<file path="src/hcs_pkg.sv">
// Shared constants, types and codes for the histogram contrast stretch block.
package hcs_pkg;

    localparam int PIX_W        = 8;
    localparam int FRAME_PIXELS = 4096;
    localparam int ADDR_W       = $clog2(FRAME_PIXELS);
    localparam int CNT_W        = $clog2(FRAME_PIXELS + 1);
    localparam int IN_DATA_W    = 8;
    localparam int OUT_DATA_W   = 16;
    localparam int STEP_W       = $clog2(PIX_W);

    localparam logic [PIX_W-1:0] PIX_MAX = {PIX_W{1'b1}};
    localparam logic [PIX_W-1:0] PIX_MIN = '0;

    typedef enum logic {
        OP_LOAD = 1'b0,
        OP_READ = 1'b1
    } op_t;

    typedef enum logic [1:0] {
        STATUS_OK       = 2'd0,
        STATUS_NO_FRAME = 2'd1,
        STATUS_FLAT     = 2'd2
    } status_t;

    typedef enum logic [1:0] {
        ST_IDLE,
        ST_FETCH,
        ST_DIVIDE,
        ST_HOLD
    } state_t;

endpackage

</file>
<file path="src/hcs_div.sv">
// Bit-serial restoring divider for a quotient known to fit in one pixel.
module hcs_div (
    input  logic                      aclk,
    input  logic                      aresetn,
    input  logic                      start,
    input  logic [2*hcs_pkg::PIX_W-1:0] dividend,
    input  logic [hcs_pkg::PIX_W-1:0] divisor,
    output logic                      done,
    output logic [hcs_pkg::PIX_W-1:0] quotient
);

    import hcs_pkg::*;

    logic [PIX_W-1:0]  rem_reg, rem_next;
    logic [PIX_W-1:0]  dvd_reg, dvd_next;
    logic [PIX_W-1:0]  dsr_reg, dsr_next;
    logic [PIX_W-1:0]  q_reg, q_next;
    logic [STEP_W-1:0] step_reg, step_next;
    logic              busy_reg, busy_next;
    logic              done_reg, done_next;
    logic [PIX_W:0]    trial;
    logic [PIX_W:0]    diff;
    logic              ge;

    always_comb begin
        trial     = {rem_reg, dvd_reg[PIX_W-1]};
        diff      = trial - {1'b0, dsr_reg};
        ge        = (trial >= {1'b0, dsr_reg});
        rem_next  = rem_reg;
        dvd_next  = dvd_reg;
        dsr_next  = dsr_reg;
        q_next    = q_reg;
        step_next = step_reg;
        busy_next = busy_reg;
        done_next = 1'b0;
        if (start) begin
            rem_next  = dividend[2*PIX_W-1:PIX_W];
            dvd_next  = dividend[PIX_W-1:0];
            dsr_next  = divisor;
            step_next = '0;
            busy_next = 1'b1;
        end else if (busy_reg) begin
            rem_next  = ge ? diff[PIX_W-1:0] : trial[PIX_W-1:0];
            dvd_next  = {dvd_reg[PIX_W-2:0], 1'b0};
            q_next    = {q_reg[PIX_W-2:0], ge};
            step_next = step_reg + STEP_W'(1);
            if (step_reg == STEP_W'(PIX_W - 1)) begin
                busy_next = 1'b0;
                done_next = 1'b1;
            end
        end
    end

    always_ff @(posedge aclk) begin
        if (!aresetn) begin
            busy_reg <= 1'b0;
            done_reg <= 1'b0;
            step_reg <= '0;
        end else begin
            busy_reg <= busy_next;
            done_reg <= done_next;
            step_reg <= step_next;
        end
        rem_reg <= rem_next;
        dvd_reg <= dvd_next;
        dsr_reg <= dsr_next;
        q_reg   <= q_next;
    end

    assign done     = done_reg;
    assign quotient = q_reg;

endmodule

</file>
<file path="config.mk">
export PLATFORM = sky130hd
export DESIGN_NAME = hcs_div
export DESIGN_NICKNAME = d
export VERILOG_FILES = /design/src/hcs_pkg.sv /design/src/hcs_div.sv
export SDC_FILE = /design/constraint.sdc
export NUM_CORES = 1
export LEC_CHECK = 0
export ABC_AREA = 1
export BUFFER_PORTS_ARGS = -buffer_cell sky130_fd_sc_hd__buf_4
export CORE_MARGIN = 5
export CORE_UTILIZATION = 43
export CTS_BUF_LIST = sky130_fd_sc_hd__clkbuf_8
export CTS_CLUSTER_SIZE = 20
export DETAILED_ROUTE_END_ITERATION = 10
export PLACE_DENSITY = 0.67
export SYNTH_ARGS = -nofsm -noshare
export SYNTH_HDL_FRONTEND = slang
export SYNTH_SLANG_ARGS = --single-unit
</file>
<file path="constraint.sdc">
create_clock -name aclk -period 1.6 [get_ports aclk]
set_input_delay 0.32 -clock aclk [delete_from_list [all_inputs] [get_ports aclk]]
set_output_delay 0.32 -clock aclk [all_outputs]
set_load 0.05 [all_outputs]
</file>
==> flow_summary.yaml <==
synth:
  ys_top_cells_by_count: "nand2_1, edfxtp_1, inv_1"
  yosysSeqAreaShare_pct: 55.1
  yosys.area_share.simple_pct: 27.6
  synthesis.area_mm2: 0.00193
  ys.warnings.count: 0
  yosysTopAreaCell: "edfxtp_1"
  synth_compound_area_share_pct: 1.56
  synth_area_leaders: "edfxtp_1, nand2_1, ha_1"
  synthAdderAreaFrac_pct: 7.53
  synthCells: 204
  synth-edff-count: 32
  synth_cell_types: 25
  synth_top_area_share_pct: 49.9
  synth_xor_area_share_pct: 1.82
  synthesis.nets: 242
  post_synth.cell_area_avg_um2: 9.45
  ys_ff_latch: 37
  async_flop_share_pct: 0
  ys.flop_type: "edfxtp_1"
  yosysMostFrequentCell: "nand2_1"
  synth_top_family_by_area: "simple AND/OR/NAND/NOR gates"
  synth.mux.area_fraction_pct: 0
sta:
  min_period_ps: 1780
  timing.fmax_ghz: 0.563
  hold_violations: 0
  setup_viol: 8
  period_share_pct: 111
  max_slew_margin_pct: 70.8
  maxSlewViolCount: 0
  rsz0062_at_grt: "true"
  worst_pin_slew_ps: 438
  finClkSkew_ps: 8.52
  setup_ws_ps: -176
  hold_ws_ps: 203
min_path:
  hold_class: "in2reg"
  min-delay-start: "divisor[6]"
cells_and_area:
  drive_above_1_share_pct: 32.6
  antenna-diode-count: 0
  multi_input_area_um2: 892
  regArea_mm2: 0.00106
  fillers: 388
  area_growth_pct: 33.3
  final_area_mm2: 0.00257
  finalNetCount: 298
drt:
  wl_per_cell_um: 12.8
  wl_mm: 4.01
  num_vias: 1497
  drtAntennaViolNets: 0
  drc: 0
  dr.pass1.iters: 4
  via_per_inst: 4.78
  first_iter_violations: 87
cts:
  clk_latency_ps: 290
  cts-root-buf: "clkbuf_8"
  cts_hold_buffers: 0
  clock-sinks: 37
  cts_htree_levels: 2
  clockBufferDepth: 2
  clk_pin_slew_ps: 70
  numCtsBuffers: 5
  cts_tree: "built"
placed_design:
  gp_congestion: 0.820
  dp_hpwl_mm: 2.81
  placed_cell_area_mm2: 0.00234
  io_buffers: 35
power:
  ir_drop_mv: 0.611
  power.density_mw_per_mm2: 1100
  power.total_mw: 2.83
  leakagePower_nw: 1.20
run_status:
  violations: "setup timing"
  status: "finished, violations left"
setup_path:
  reg2reg_from: "rem_reg[4]$_DFFE_PP_"
  worstPathRequired_ps: 1640
  crit_type: "reg2reg"
  critPathLaunch: "rem_reg[4]$_DFFE_PP_"
  cp_max_fo: 5
  crit_path_end_kind: "flip-flop"
  worstPathArrival_ps: 1820
  worstSetupStartpointType: "flip-flop"
run:
  maxCapViolCount: 0
global_routing:
  grt.overflow.total: 0
  grt_max_degree: 17
  grt_usage_pct: 13.5
  grt_pass1_vias: 1457
  antenna_found_initial: 0
  grt_first_pass_wirelength_mm: 6.42
floorplan:
  num_rows: 24
  die_x_um: 76.9
  dieHeight_um: 76.9
  pin_count: 36
  start_util_pct: 44.3
  core-area_mm2: 0.00435
  die_area_mm2: 0.00592
[repair_timing]
| item | CTS | global route |
|---|---|---|
| setup endpoints to repair | 9 | 9 |
| pin swaps | 7 | 7 |
| gates cloned | 2 | 1 |
| buffers inserted | 2 | 1 |
| gates resized for setup | 8 | 12 |
[path summary, 6_finish.rpt]
| path | to | slack, ps | depth (start not counted) |
|---|---|---|---|
| max | rem_reg[5]$_DFFE_PP_ | -180 | 8 |
| min | dsr_reg[6]$_DFFE_PP_ | 200 | 1 |
| max reg2reg | rem_reg[5]$_DFFE_PP_ | -180 | 8 |
| min reg2reg | quotient[2]$_DFFE_PP_ | 450 | 0 |
[power breakdown]
part           internal (mW)  total, mW  switching, mW
sequential              1.17       1.23         0.0638
clock                  0.293      0.606          0.313
combinational          0.448      0.995          0.547
[per-stage QoR]
step / cells / TNS [ps] / utilization (%) / worst slack [ps]
finish: 313 / -1310 / 59.0 / -176
global route: 313 / -1960 / 59.0 / -271
CTS: 311 / -1200 / 57.6 / -174
detailed placement: 299 / -1600 / 53.8 / -213
global placement: 299 / -1390 / 53.8 / -194
floorplan: 204 / 0 / - / 1.71
[critical path: stages, from the launching register on]
cell and delay (ps):
edfxtp_1 460, ha_4 320, nand2_2 90, nor3_4 250, nand2_4 120, nand2_4 110
nand2_1 50, nand3_1 70, nand2_1 70
[final cells by class]
class | count | area share (%)
Timing Repair Buffer | 49 | 14.3
Clock inverter | 3 | 0.487
Clock buffer | 5 | 2.68
Multi-Input combinational cell | 140 | 34.7
Tap cell | 52 | 2.53
Inverter | 27 | 3.95
Sequential cell | 37 | 41.3
[metal layers]
metal  vias to the layer above  GRT usage, %  wire length, um
li1                        777             -                -
met1                       669          17.2             1810
met2                        42          21.4             1830
met3                         9          4.57              283
met4                         0          4.90               84
met5                         -             0                0
[cells by family after synthesis]
group	count (synthesis)
AND/OR/NAND/NOR	116
flip-flops	37
buffers and inverters	30
adder cells (fa/ha/maj)	11
AO/OA/AOI/OAI	6
XOR/XNOR	4
[cell usage in the layout (no fill, tap or decap), types with 2 or more instances in the layout]
master / n
nand2_2: 7
nand2_4: 4
nor2_2: 2
edfxtp_1: 32
ha_4: 6
xor2_1: 3
nand2_1: 69
inv_1: 27
nor2_1: 7
a21oi_1: 5
buf_4: 49
nand3_2: 2
ha_1: 3
dfxtp_1: 5
inv_2: 2
nand3_1: 13
clkbuf_8: 5
nand3b_1: 8
nor2_4: 3
Note: power is estimated with default switching activity, not from simulation.
